`config.mk`:
```
export PLATFORM = sky130hd
export DESIGN_NAME = motor_feedback_multiturn_tracker_top
export DESIGN_NICKNAME = d
export VERILOG_FILES = /design/src/sv/mfmt_pkg.sv /design/src/sv/mfmt_unwrap.sv /design/src/sv/motor_feedback_multiturn_tracker_top.sv
export SDC_FILE = /design/constraint.sdc
export NUM_CORES = 1
export LEC_CHECK = 0
export BUFFER_PORTS_ARGS = -buffer_cell sky130_fd_sc_hd__buf_4
export CORE_MARGIN = 4
export CORE_UTILIZATION = 53
export DETAILED_ROUTE_END_ITERATION = 10
export GPL_TIMING_DRIVEN = 0
export HOLD_SLACK_MARGIN = 0.15
export PLACE_DENSITY = 0.74
export SLEW_MARGIN = 15
export SYNTH_ARGS = -nofsm -noshare
export SYNTH_HDL_FRONTEND = slang
export SYNTH_SLANG_ARGS = --single-unit
```
`constraint.sdc`:
```
create_clock -name clk -period 6.51 [get_ports clk]
set_input_delay 0.3255 -clock clk [delete_from_list [all_inputs] [get_ports clk]]
set_output_delay 0.3255 -clock clk [all_outputs]
set_load 0.02 [all_outputs]
```
`src/sv/mfmt_pkg.sv`:
```
// Shared types and constants for the motor feedback multi-turn tracker.
// Used by mfmt_unwrap and motor_feedback_multiturn_tracker_top. No dependencies.
package mfmt_pkg;

  localparam int POS_BITS   = 16;
  localparam int TOTAL_BITS = 40;
  localparam int DELTA_BITS = 16;
  localparam int TCNT_BITS  = 24;

  localparam logic [7:0] WARMUP_RESET = 8'd50;
  localparam logic [7:0] COUNT_MAX    = 8'hFF;

  // one full turn spans 65535 codes; a jump of half a turn or more is a wrap
  localparam logic signed [17:0] FULL_TURN = 18'sd65535;
  localparam logic signed [17:0] HALF_JUMP = 18'sd32768;

  // Tracker state except the turn counter, whose width is a top-level parameter
  typedef struct packed {
    logic [7:0]            frame_counter;
    logic                  tracking;
    logic [POS_BITS-1:0]   last_position;
    logic [POS_BITS-1:0]   zero_offset;
    logic [TOTAL_BITS-1:0] total_hold;
  } track_st_t;

  typedef struct packed {
    logic [7:0]                   motor_id;
    logic [POS_BITS-1:0]          position_code;
    logic [11:0]                  speed_code;
    logic [11:0]                  current_code;
    logic                         tracking;
    logic signed [DELTA_BITS-1:0] delta_position;
    logic signed [TCNT_BITS-1:0]  turn_count;
    logic signed [TOTAL_BITS-1:0] total_position;
  } result_t;

endpackage

```
`src/sv/mfmt_unwrap.sv`:
```
// Per-frame unwrap logic: field unpacking, warm-up count, wrap detection and
// total position. Purely combinational. Depends on mfmt_pkg.
module mfmt_unwrap #(
  parameter int TURN_BITS = 24
) (
  input  logic [47:0]             payload,
  input  logic [7:0]              warmup_frames,
  input  mfmt_pkg::track_st_t     st,
  input  logic [TURN_BITS-1:0]    turns,
  output mfmt_pkg::track_st_t     st_next,
  output logic [TURN_BITS-1:0]    turns_next,
  output mfmt_pkg::result_t       res
);
  import mfmt_pkg::*;

  logic [POS_BITS-1:0]          pos;
  logic [7:0]                   count_inc;
  logic                         trk;
  logic signed [17:0]           diff;
  logic signed [17:0]           delta_adj;
  logic [TURN_BITS-1:0]         turns_upd;
  logic signed [TOTAL_BITS-1:0] turns_ext;
  logic [TOTAL_BITS-1:0]        total;

  assign pos       = payload[39:24];
  assign count_inc = (st.frame_counter != COUNT_MAX) ? st.frame_counter + 8'd1
                                                     : st.frame_counter;
  assign trk       = st.tracking | (count_inc > warmup_frames);
  assign diff      = $signed({2'b00, pos}) - $signed({2'b00, st.last_position});

  always_comb begin
    delta_adj = diff;
    turns_upd = turns;
    if (diff >= HALF_JUMP) begin
      delta_adj = diff - FULL_TURN;
      turns_upd = turns - {{(TURN_BITS-1){1'b0}}, 1'b1};
    end else if (diff <= -HALF_JUMP) begin
      delta_adj = diff + FULL_TURN;
      turns_upd = turns + {{(TURN_BITS-1){1'b0}}, 1'b1};
    end
  end

  // turns * 65535 = (turns << 16) - turns
  assign turns_ext = TOTAL_BITS'($signed(turns_upd));
  assign total     = (turns_ext <<< POS_BITS) - turns_ext
                   + TOTAL_BITS'(pos) - TOTAL_BITS'(st.zero_offset);

  always_comb begin
    st_next.frame_counter = count_inc;
    st_next.tracking      = trk;
    st_next.last_position = pos;
    if (trk) begin
      st_next.zero_offset = st.zero_offset;
      st_next.total_hold  = total;
      turns_next          = turns_upd;
    end else begin
      st_next.zero_offset = pos;
      st_next.total_hold  = st.total_hold;
      turns_next          = turns;
    end
  end

  logic signed [TOTAL_BITS-1:0] turns_out;
  assign turns_out = TOTAL_BITS'($signed(turns_next));

  always_comb begin
    res.motor_id       = payload[47:40];
    res.position_code  = pos;
    res.speed_code     = payload[23:12];
    res.current_code   = payload[11:0];
    res.tracking       = trk;
    res.delta_position = trk ? delta_adj[DELTA_BITS-1:0] : '0;
    res.turn_count     = turns_out[TCNT_BITS-1:0];
    res.total_position = st_next.total_hold;
  end

endmodule

```
`src/sv/motor_feedback_multiturn_tracker_top.sv`:
```
// Top level of the motor feedback multi-turn tracker: input register, state,
// output register and handshakes. Depends on mfmt_pkg and mfmt_unwrap.
//
// Usage:
//   s_tvalid/s_tready/s_tdata carry one six-byte feedback frame per
//   transaction (byte 0 in bits 47:40, byte 5 in bits 7:0).
//   m_tvalid/m_tready/m_tdata/m_tuser return one result per frame.
//   cfg_valid/cfg_ready/cfg_data write the warm-up frame limit; cfg_ready is
//   always high. Write it only while no frame is in flight.
//   An accepted frame waits in the input register and is offered on m_* when it
//   moves into the result register. Throughput: one frame per cycle while m_tready
//   is high; the unwrap logic (two 18-bit compares, a turn step and one 40-bit
//   sum) runs between them, and tracker state updates as the result register loads.
//   Reset clears the frame counter, tracking flag, positions, turns and held
//   total, and sets the warm-up limit to 50; no results are pending after it.
//   When m_tready is low the result holds, one more frame is taken into the
//   input register, and s_tready then drops until the result is taken.
module motor_feedback_multiturn_tracker_top #(
  parameter int TURN_BITS = 24
) (
  input  logic         clk,
  input  logic         rst,
  input  logic         s_tvalid,
  output logic         s_tready,
  input  logic [47:0]  s_tdata,   // frame_payload[47:0]
  output logic         m_tvalid,
  input  logic         m_tready,
  // motor_id[7:0], position_code[23:8], speed_code[35:24], current_code[47:36],
  // delta_position[63:48], turn_count[87:64], total_position[127:88]
  output logic [127:0] m_tdata,
  output logic         m_tuser,   // tracking
  input  logic         cfg_valid,
  output logic         cfg_ready,
  input  logic [7:0]   cfg_data
);
  import mfmt_pkg::*;

  logic                 in_valid;
  logic [47:0]          in_data;
  logic                 advance;
  logic [7:0]           warmup_frames;
  track_st_t            st;
  track_st_t            st_next;
  logic [TURN_BITS-1:0] turns;
  logic [TURN_BITS-1:0] turns_next;
  result_t              res;
  result_t              out_res;

  assign advance   = in_valid && (!m_tvalid || m_tready);
  assign s_tready  = !in_valid || advance;
  assign cfg_ready = 1'b1;

  always_ff @(posedge clk) begin
    if (rst) begin
      warmup_frames <= WARMUP_RESET;
    end else if (cfg_valid) begin
      warmup_frames <= cfg_data;
    end
  end

  // input register
  always_ff @(posedge clk) begin
    if (rst) begin
      in_valid <= 1'b0;
    end else if (s_tready) begin
      in_valid <= s_tvalid;
    end
  end

  always_ff @(posedge clk) begin
    if (s_tvalid && s_tready) begin
      in_data <= s_tdata;
    end
  end

  mfmt_unwrap #(
    .TURN_BITS (TURN_BITS)
  ) u_unwrap (
    .payload       (in_data),
    .warmup_frames (warmup_frames),
    .st            (st),
    .turns         (turns),
    .st_next       (st_next),
    .turns_next    (turns_next),
    .res           (res)
  );

  // tracker state advances as the frame moves into the result register
  always_ff @(posedge clk) begin
    if (rst) begin
      st    <= '0;
      turns <= '0;
    end else if (advance) begin
      st    <= st_next;
      turns <= turns_next;
    end
  end

  always_ff @(posedge clk) begin
    if (rst) begin
      m_tvalid <= 1'b0;
    end else if (advance) begin
      m_tvalid <= 1'b1;
    end else if (m_tready) begin
      m_tvalid <= 1'b0;
    end
  end

  always_ff @(posedge clk) begin
    if (advance) begin
      out_res <= res;
    end
  end

  assign m_tdata = {out_res.total_position, out_res.turn_count, out_res.delta_position,
                    out_res.current_code, out_res.speed_code, out_res.position_code,
                    out_res.motor_id};
  assign m_tuser = out_res.tracking;

endmodule

```
After elaboration in Yosys (flattened, before gate mapping)
Cells that the tools add are included.
{"block": "totals", "memories": 0, "inputBits": 61, "reg_bits": 292, "ramBits": 0, "output_inout_bits": 132, "wordCells": 50, "rom_bits": 0, "latch_bits": 0}
{"block": "op_classes", "div": 0, "n_bitwise": 2, "shifts": 0, "mux": 9, "n_eq_ne": 1, "multipliers": 0, "n_addsub": 9, "n_reduce_logical": 8, "n_lt_le_gt_ge": 3}
{"cell": "two-way mux 24 bit", "n": 3}
{"cell": "adder 40 x 16 -> 40 bit", "n": 1}
{"cell": "two-way mux 40 bit", "n": 1}
{"cell": "subtractor 40 x 16 -> 40 bit", "n": 1}
{"cell": "subtractor 40 bit", "n": 1}
{"cell": "two-way mux 16 bit", "n": 2}
{"cell": "adder 24 x 1 -> 24 bit (second input constant)", "n": 1}
{"cell": "subtractor 24 x 1 -> 24 bit (second input constant)", "n": 1}
{"cell": "greater-or-equal comparator 17 bit (second input constant)", "n": 1}
{"cell": "less-or-equal comparator 17 x 16 -> 1 bit (second input constant)", "n": 1}
{"cell": "subtractor 16 x 16 -> 17 bit", "n": 1}
{"cell": "adder 16 x 1 -> 16 bit (second input constant)", "n": 1}
{"cell": "subtractor 16 x 1 -> 16 bit (second input constant)", "n": 1}
{"cell": "adder 8 x 1 -> 8 bit (second input constant)", "n": 1}
{"cell": "greater-than comparator 8 bit", "n": 1}
{"cell": "two-way mux 8 bit", "n": 1}
{"cell": "!= test 8 bit (second input constant)", "n": 1}
{"cell": "logical AND 1 bit", "n": 2}
{"cell": "zero test 1 bit", "n": 2}
{"cell": "logical OR 1 bit", "n": 2}
{"cell": "two-way mux 1 bit", "n": 2}
{"cell": "AND reduction 2 bit", "n": 1}
{"cell": "nonzero test 2 bit", "n": 1}
{"cell": "NOT 1 bit", "n": 1}
{"cell": "OR 1 bit", "n": 1}

Longest topological paths before layout
Gate-level depths: netlist of run 1.
{"block": "depth", "ltp_word": 8, "mapped_depth": 30, "mapped_depth_nobuf": 29}

Hierarchy
Synthesis of run 1 repeated with hierarchy kept, for this count alone.
{"block": "unflattened", "cells_unflattened": 1895, "hier_area_um2": 18574.1}
{"mod": "motor_feedback_multiturn_tracker_top", "instances": 1, "area_each_um2": 10376.2, "cells_per_inst": 670, "seq_area_each_um2": 7617.3}
{"mod": "mfmt_unwrap", "instances": 1, "area_each_um2": 8197.9, "cells_per_inst": 1225, "seq_area_each_um2": 0.0}

Least setup slack after synthesis of run 1
No wires, ideal clock.
{"block": "synth_path", "path_type": "reg-to-reg", "start": "register in_data[24]", "end": "register out_res (netlist bit m_tdata[114]), data pin", "setup_time_ns": 0.269, "period_less_slack_ns": 6.632, "stages_incl_launch_ff": 31, "arrival_ns": 6.363, "path_slack_ns": -0.122, "n_path_buf": 1, "t_required_ns": 6.241, "cell_sequence": "edfxtp_1 -> inv_1 -> ha_1 -> inv_1 -> fa_1 -> a211o_1 -> a2111oi_4 -> nor2_1 -> o21ai_2 -> mux2_2 -> a211o_1 -> o21a_1 -> buf_2 -> nor2_2 -> xnor2_1 -> xnor2_1 -> ha_1 -> inv_1 -> ha_1 -> nor2_1 -> fa_1 -> nor2b_1 -> o21ai_0 -> a21boi_0 -> o21a_1 -> nor2_1 -> o311ai_0 -> nand2_1 -> o41ai_1 -> xnor2_1 -> o21ai_0"}
{"item": "start, declared", "line": "motor_feedback_multiturn_tracker_top.sv:39", "text": "logic [47:0] in_data;"}
{"item": "start signal, assigned", "line": "motor_feedback_multiturn_tracker_top.sv:72", "text": "in_data <= s_tdata;"}
{"item": "end signal, assigned", "line": "motor_feedback_multiturn_tracker_top.sv:111", "text": "out_res <= res;"}
{"item": "end, declared", "line": "motor_feedback_multiturn_tracker_top.sv:47", "text": "result_t out_res;"}

==> out/results.ini, run 1 <==
[layout]
final_util_pct=70.90
layout_common_cells=nand2_1, buf_4, edfxtp_1
fillers=2255
seq_area_mm2=0.007617
multiInputGateArea_mm2=0.009119
nets=2311
drive_above_1_share_pct=22.67
antenna_cells=0
layout_commonest_cell=nand2_1
area_growth_pct=31.17

[yosys]
synth_edf_count=177
yosysWarnings=0
yosysTopAreaCellShare_pct=31.89
synth_cell_types=88
synthTopCellsByArea=edfxtp_1, dfxtp_1, ha_1
seq_area_frac_synth_pct=45.71
synth_nets=1959
ys_seq_elements=292
syn_area_mm2=0.01666
ys_async_sr_fraction_pct=0
synthCells=1793
synth_flop_cell=edfxtp_1
yosysTopAreaCell=edfxtp_1
syn_avg_cell_area_um2=9.294

[sta]
hold_violations=0
slew_viol_final=0
min_period_ns=6.877
worst_slack_ns=-0.3674
setup_viol=24
hold_ws_ns=0.4173
worstMarginPinSlew_ns=1.037
post-route-period-util_pct=105.6
rsz0062_at_grt=true
finalClockSkew_ns=0.02578
max_freq_mhz=145.4
finalSetupTns_ns=-4.123
relSlewSlack_pct=30.23

[pwr]
switchingPower_uw=2310
comb_power_share_pct=38.7
p_per_area_mw_per_mm2=297.6
p_leak_uw=0.008810
irDropWorstVdd_v=0.0002865
fin_total_pwr_uw=6505
sw_frac_of_total_pct=35.51
seqPwrFrac_pct=32.0
clock_power_share_pct=29.3
intPower_uw=4195

[clocking]
cts.sinks=292
clock_latency_ns=0.53
clk_path_buf_depth=3
cts_buffers=34
htree_levels=2
cts_tree=built
clk_pin_slew_worst_paths_ns=0.06
clk_root_buffer_cell=clkbuf_16

[floorplanning]
coreArea_mm2=0.03083
rows=64
start_util_pct=54.05
die_y_um=185.3
die_w_um=185.3
fp.dieArea_mm2=0.03434
pin_count=193

[critical_path]
rr_endpoint=m_tdata[118]
cp.arrival_ns=7.11
critPathTopFamily=compound AO/OA/AOI/OAI gates
endpoint=m_tdata[118]
reg2regPathDepth=30
startpoint=in_data[24]
crit_buf_inv=4
cp_slowest_stage_delay_ns=0.45
r2r_slack_ns=-0.37
cp_num_cells=30
path_max_fanout=6
end_kind=flip-flop
path_common_cell=inv_2
cpMaxStageDelayCell=edfxtp_1
startpoint_type=flip-flop
required_ns=6.75
crit_type=reg -> reg
rr_startpoint=in_data[24]

[placed_design]
numPortBuffers=191
pre_cts_ws_ns=-1.407
place_hpwl_um=35200
place_congestion=0.9422

[global_routing]
grt_pass1_wl_um=79290
grt_use_met3_pct=5.165
grt_use_met1_pct=37.90
grt_max_degree=60
busiest_layer=met2
track_usage_pct=29.32
grt_pass1_vias=14424
antenna_found_initial=0
met2_usage_pct=49.42
grt_overflow=0

[route]
via_per_inst=5.910
antenna_left=0
route.vias.total=15166
dr.pass1.iters=7
drc=0
drt_iter0_drc=1427
wl_per_cell_um=20.71
routed_wl_um=53150

[status]
violations=negative setup slack
status=finished, violations left

[job]
maxCapViolations=0

[min_path]
hold_depth=0
hp-class=reg -> reg

-- area by class of cell --
class / instances / area share [%]
Clock inverter: 17 / 0.7842
Multi-Input combinational cell: 1279 / 41.72
Sequential cell: 292 / 34.85
Inverter: 131 / 2.250
Tap cell: 396 / 2.267
Timing Repair Buffer: 319 / 12.03
Clock buffer: 44 / 4.253
Buffer: 88 / 1.855
-- power by group through the flow --
stage               Sequential [uW]  Clock (uW)  Combinational, uW
floorplan                      2160           0               1320
global placement               2130           0               1850
detailed placement             2120           0               1880
CTS                            2080        1910               2110
global route                   2090        2000               2700
finish                         2080        1910               2520
-- cells in the mapped netlist (46+ instances only) --
cell      instances
nor2_1          133
nor3_1           46
a21oi_1         141
dfxtp_1         115
ha_1             95
inv_1           129
xor2_1           50
xnor2_1          75
clkbuf_1         66
edfxtp_1        177
nand2_1         277
o21ai_0          66
-- worst register-to-register path: cells and delay by family, from the launching register on --
kind	cells	cell delay (ns)
simple gates	4	0.49
compound gates	13	3.14
xor+xnor	3	0.47
fa+ha+maj	5	1.31
flops	1	0.45
buf+inv	4	0.37
mux	1	0.35
-- worst min-delay path by stage --
| stage | startpoint | to |
|---|---|---|
| floorplan | in_data[40] | m_tdata[0] |
| global route | in_data[3] | m_tdata[39] |
| finish | in_data[3] | m_tdata[39] |
| global placement | in_data[0] | m_tdata[36] |
| detailed placement | in_data[20] | m_tdata[32] |
| CTS | in_data[3] | m_tdata[39] |
-- cell families after synthesis --
group	share of synthesized area, %
adder cells (fa/ha/maj)	8.334
multiplexers	1.261
buffers and inverters	5.218
AO/OA/AOI/OAI	15.26
flip-flops	45.71
XOR/XNOR	6.832
AND/OR/NAND/NOR	17.37
other	0.02250
-- sequential cells by signal, summed over array words and instances (netlist names) --
register / flops
warmup_frames: 8
m_tdata: 128
turns: 24
m_tuser: 1
in_data: 48
m_tvalid: 1
in_valid: 1
st: 81
-- metrics by stage --
step | cell area [um^2] | std cells
5_1_grt | 21860 | 2566
3_3_place_gp | 18600 | 2380
3_5_place_dp | 18690 | 2383
4_1_cts | 21020 | 2533
2_1_floorplan | 16670 | 1793
6_report | 21860 | 2566
-- per-layer routing --
metal  vias to the layer above  share of wire [%]
li1                       6994                  -
met1                      7267                 40
met2                       747                 48
met3                       158                8.0
met4                         0                4.1
met5                         -                  0
-- timing repair --
item,in CTS,in global routing
hold buffers,60,0
hold endpoints to repair,59,0
pin swaps,35,82
setup buffers,31,35
setup endpoints to repair,66,60
gates resized for setup,82,125
Power figures use the tool's default switching activity.
==> run 2: changes to the inputs <==
--- a/config.mk
+++ b/config.mk
@@ -8,6 +8,7 @@
 export BUFFER_PORTS_ARGS = -buffer_cell sky130_fd_sc_hd__buf_4
 export CORE_MARGIN = 4
 export CORE_UTILIZATION = 53
+export CTS_BUF_LIST = sky130_fd_sc_hd__clkbuf_2 sky130_fd_sc_hd__clkbuf_4 sky130_fd_sc_hd__clkbuf_8
 export DETAILED_ROUTE_END_ITERATION = 10
 export GPL_TIMING_DRIVEN = 0
 export HOLD_SLACK_MARGIN = 0.15
==> run 2 against run 1 <==
Net effect:
- the run still ends with negative setup slack left
- count of clock-buffer cells in the layout increased by 24
- clock skew increased by 0.0066 ns
- first-iteration DRC count up 7.1%
- global-route usage decreased by 0.28 points
- clock power shrank 13%
- critical path type unchanged
- combinational power is 6% higher
- worst hold slack got worse by 0.045 ns
- final area rose by 0.85%
- cell count up 1.6%
- core utilization up 0.60 points
- critical path depth unchanged
- setup slack better by 0.048 ns
==> out/results.ini, run 2 (synthesis gave the netlist of run 1 again) <==
[route]
routed_wl_um=52500
route.vias.total=15185
dr.pass1.iters=8
antenna_left=0
via_per_inst=5.825
wl_per_cell_um=20.14
drc=0
drt_iter0_drc=1528

[placed_design]
numPortBuffers=191
place_congestion=0.9422
place_hpwl_um=35200
place_inst=2383

[sta]
worst_slack_ns=-0.3196
rsz0062_at_grt=true
post-route-period-util_pct=104.9
hold_ws_ns=0.3719
hold_violations=0
relSlewSlack_pct=31.88
finalClockSkew_ns=0.03236
slew_viol_final=0
max_freq_mhz=146.4
setup_viol=27
worstMarginPinSlew_ns=1.022
min_period_ns=6.830

[global_routing]
grt_pass1_vias=14290
grt_pass1_wl_um=78630
antenna_found_initial=1
grt_max_degree=60
grt_overflow=0
track_usage_pct=29.03

[floorplanning]
die_w_um=185.3
rows=64
start_util_pct=54.05
die_y_um=185.3
coreArea_mm2=0.03083
pin_count=193
fp.dieArea_mm2=0.03434

[clocking]
clock_latency_ns=0.61
cts.sinks=292
clk_pin_slew_worst_paths_ns=0.07
htree_levels=2
cts_buffers=49
clk_root_buffer_cell=clkbuf_8
clk_path_buf_depth=3
cts_tree=built

[layout]
largest_register_ffs=128
drive_above_1_share_pct=25.02
layout_commonest_cell=nand2_1
area_growth_pct=32.28
layout_common_cells=nand2_1, buf_4, edfxtp_1
fillers=2230
nets=2335
final_cell_count_no_fill=2607

[critical_path]
path_common_cell=ha_4
cp.arrival_ns=7.19
path_max_fanout=6
startpoint_type=flip-flop
required_ns=6.87
crit_type=reg -> reg
end_kind=flip-flop
cp_slowest_stage_delay_ns=0.50
cpMaxStageDelayCell=edfxtp_1

[min_path]
hp-class=in -> reg

[pwr]
irDropWorstVdd_v=0.0002926
p_per_area_mw_per_mm2=290.6
p_leak_uw=0.008896

[status]
status=finished, violations left
violations=negative setup slack

[job]
maxCapViolations=0

==> run 2: cell count changes in the layout (fill, tap and decap cells not counted), moves of 4 or more <==
cell	change
clkbuf_8	+47
buf_6	+4
clkinv_1	+6
o21ai_2	-6
o21ai_1	+4
clkbuf_16	-35
xnor2_1	-4
nor2_1	-4
clkbuf_1	-7
clkbuf_4	+18
a31oi_2	+4
buf_4	+5
==> run 2: what timing repair did <==
item,in CTS,in global routing
buffers inserted,39,36
pin swaps,42,55
endpoints found under the hold margin,59,0
resized for setup,90,153
endpoints found under the setup margin,66,58
hold buffers,61,0
==> run 2: worst max-delay path: cells and delay by family (launching register included) <==
kind	cells	cell delay [ns]
compound gates	11	2.75
fa+ha+maj	5	1.25
xor+xnor	3	0.49
buf+inv	5	0.49
mux	2	0.61
simple gates	4	0.48
flops	1	0.50
==> run 2: metal layers <==
metal  vias up  share of wire [%]  GRT usage (%)
li1       7056                  -              -
met1      7250                 40          38.35
met2       734                 48          48.59
met3       145                7.8          4.635
met4         0                4.2          10.39
met5         -                  0              0
==> run 2: path summary, 6_finish.rpt <==
check / from / end / slack (ns) / cells after the start
min reg2reg: in_data[20] / m_tdata[32] / 0.42 / 0
min: cfg_valid / warmup_frames[1] / 0.37 / 4
max: in_data[24] / m_tdata[124] / -0.32 / 30
max reg2reg: in_data[24] / m_tdata[124] / -0.32 / 30
==> run 2: report_power, final <==
| part | switching, uW | leakage (uW) | internal, uW |
|---|---|---|---|
| Sequential | 40.9 | 0.00263 | 2040 |
| Clock | 798 | 0.000518 | 868 |
| Combinational | 1510 | 0.00575 | 1140 |
| Total | 2350 | 0.00890 | 4050 |
==> run 2: through the flow <==
| step | setup slack, ns | TNS [ns] | util (%) | area (um^2) | total power, uW |
|---|---|---|---|---|---|
| after floorplan | 0.03368 | 0 | - | 16670 | 3483 |
| after detailed placement | -1.407 | -44.08 | 60.61 | 18690 | 3994 |
| after global routing | -0.4687 | -9.987 | 71.51 | 22040 | 6717 |
| final | -0.3196 | -4.832 | 71.51 | 22040 | 6405 |
| after CTS | -0.1593 | -0.8899 | 68.15 | 21010 | 5881 |
| after global placement | -1.315 | -82.33 | 60.33 | 18600 | 3972 |
==> run 2: final cells by class <==
| type | count | area [um^2] | share of cell area (%) |
|---|---|---|---|
| clock buffers | 68 | 817.0 | 3.706 |
| repair buffers | 329 | 2725 | 12.36 |
| flip-flops and latches | 292 | 7617 | 34.55 |
| plain buffers | 87 | 404.1 | 1.833 |
| multi-input cells | 1279 | 9316 | 42.26 |
| well taps | 396 | 495.5 | 2.248 |
| diodes | 1 | 2.502 | 0.01135 |
| inverters | 131 | 494.2 | 2.242 |
| clock inverters | 24 | 172.7 | 0.7832 |
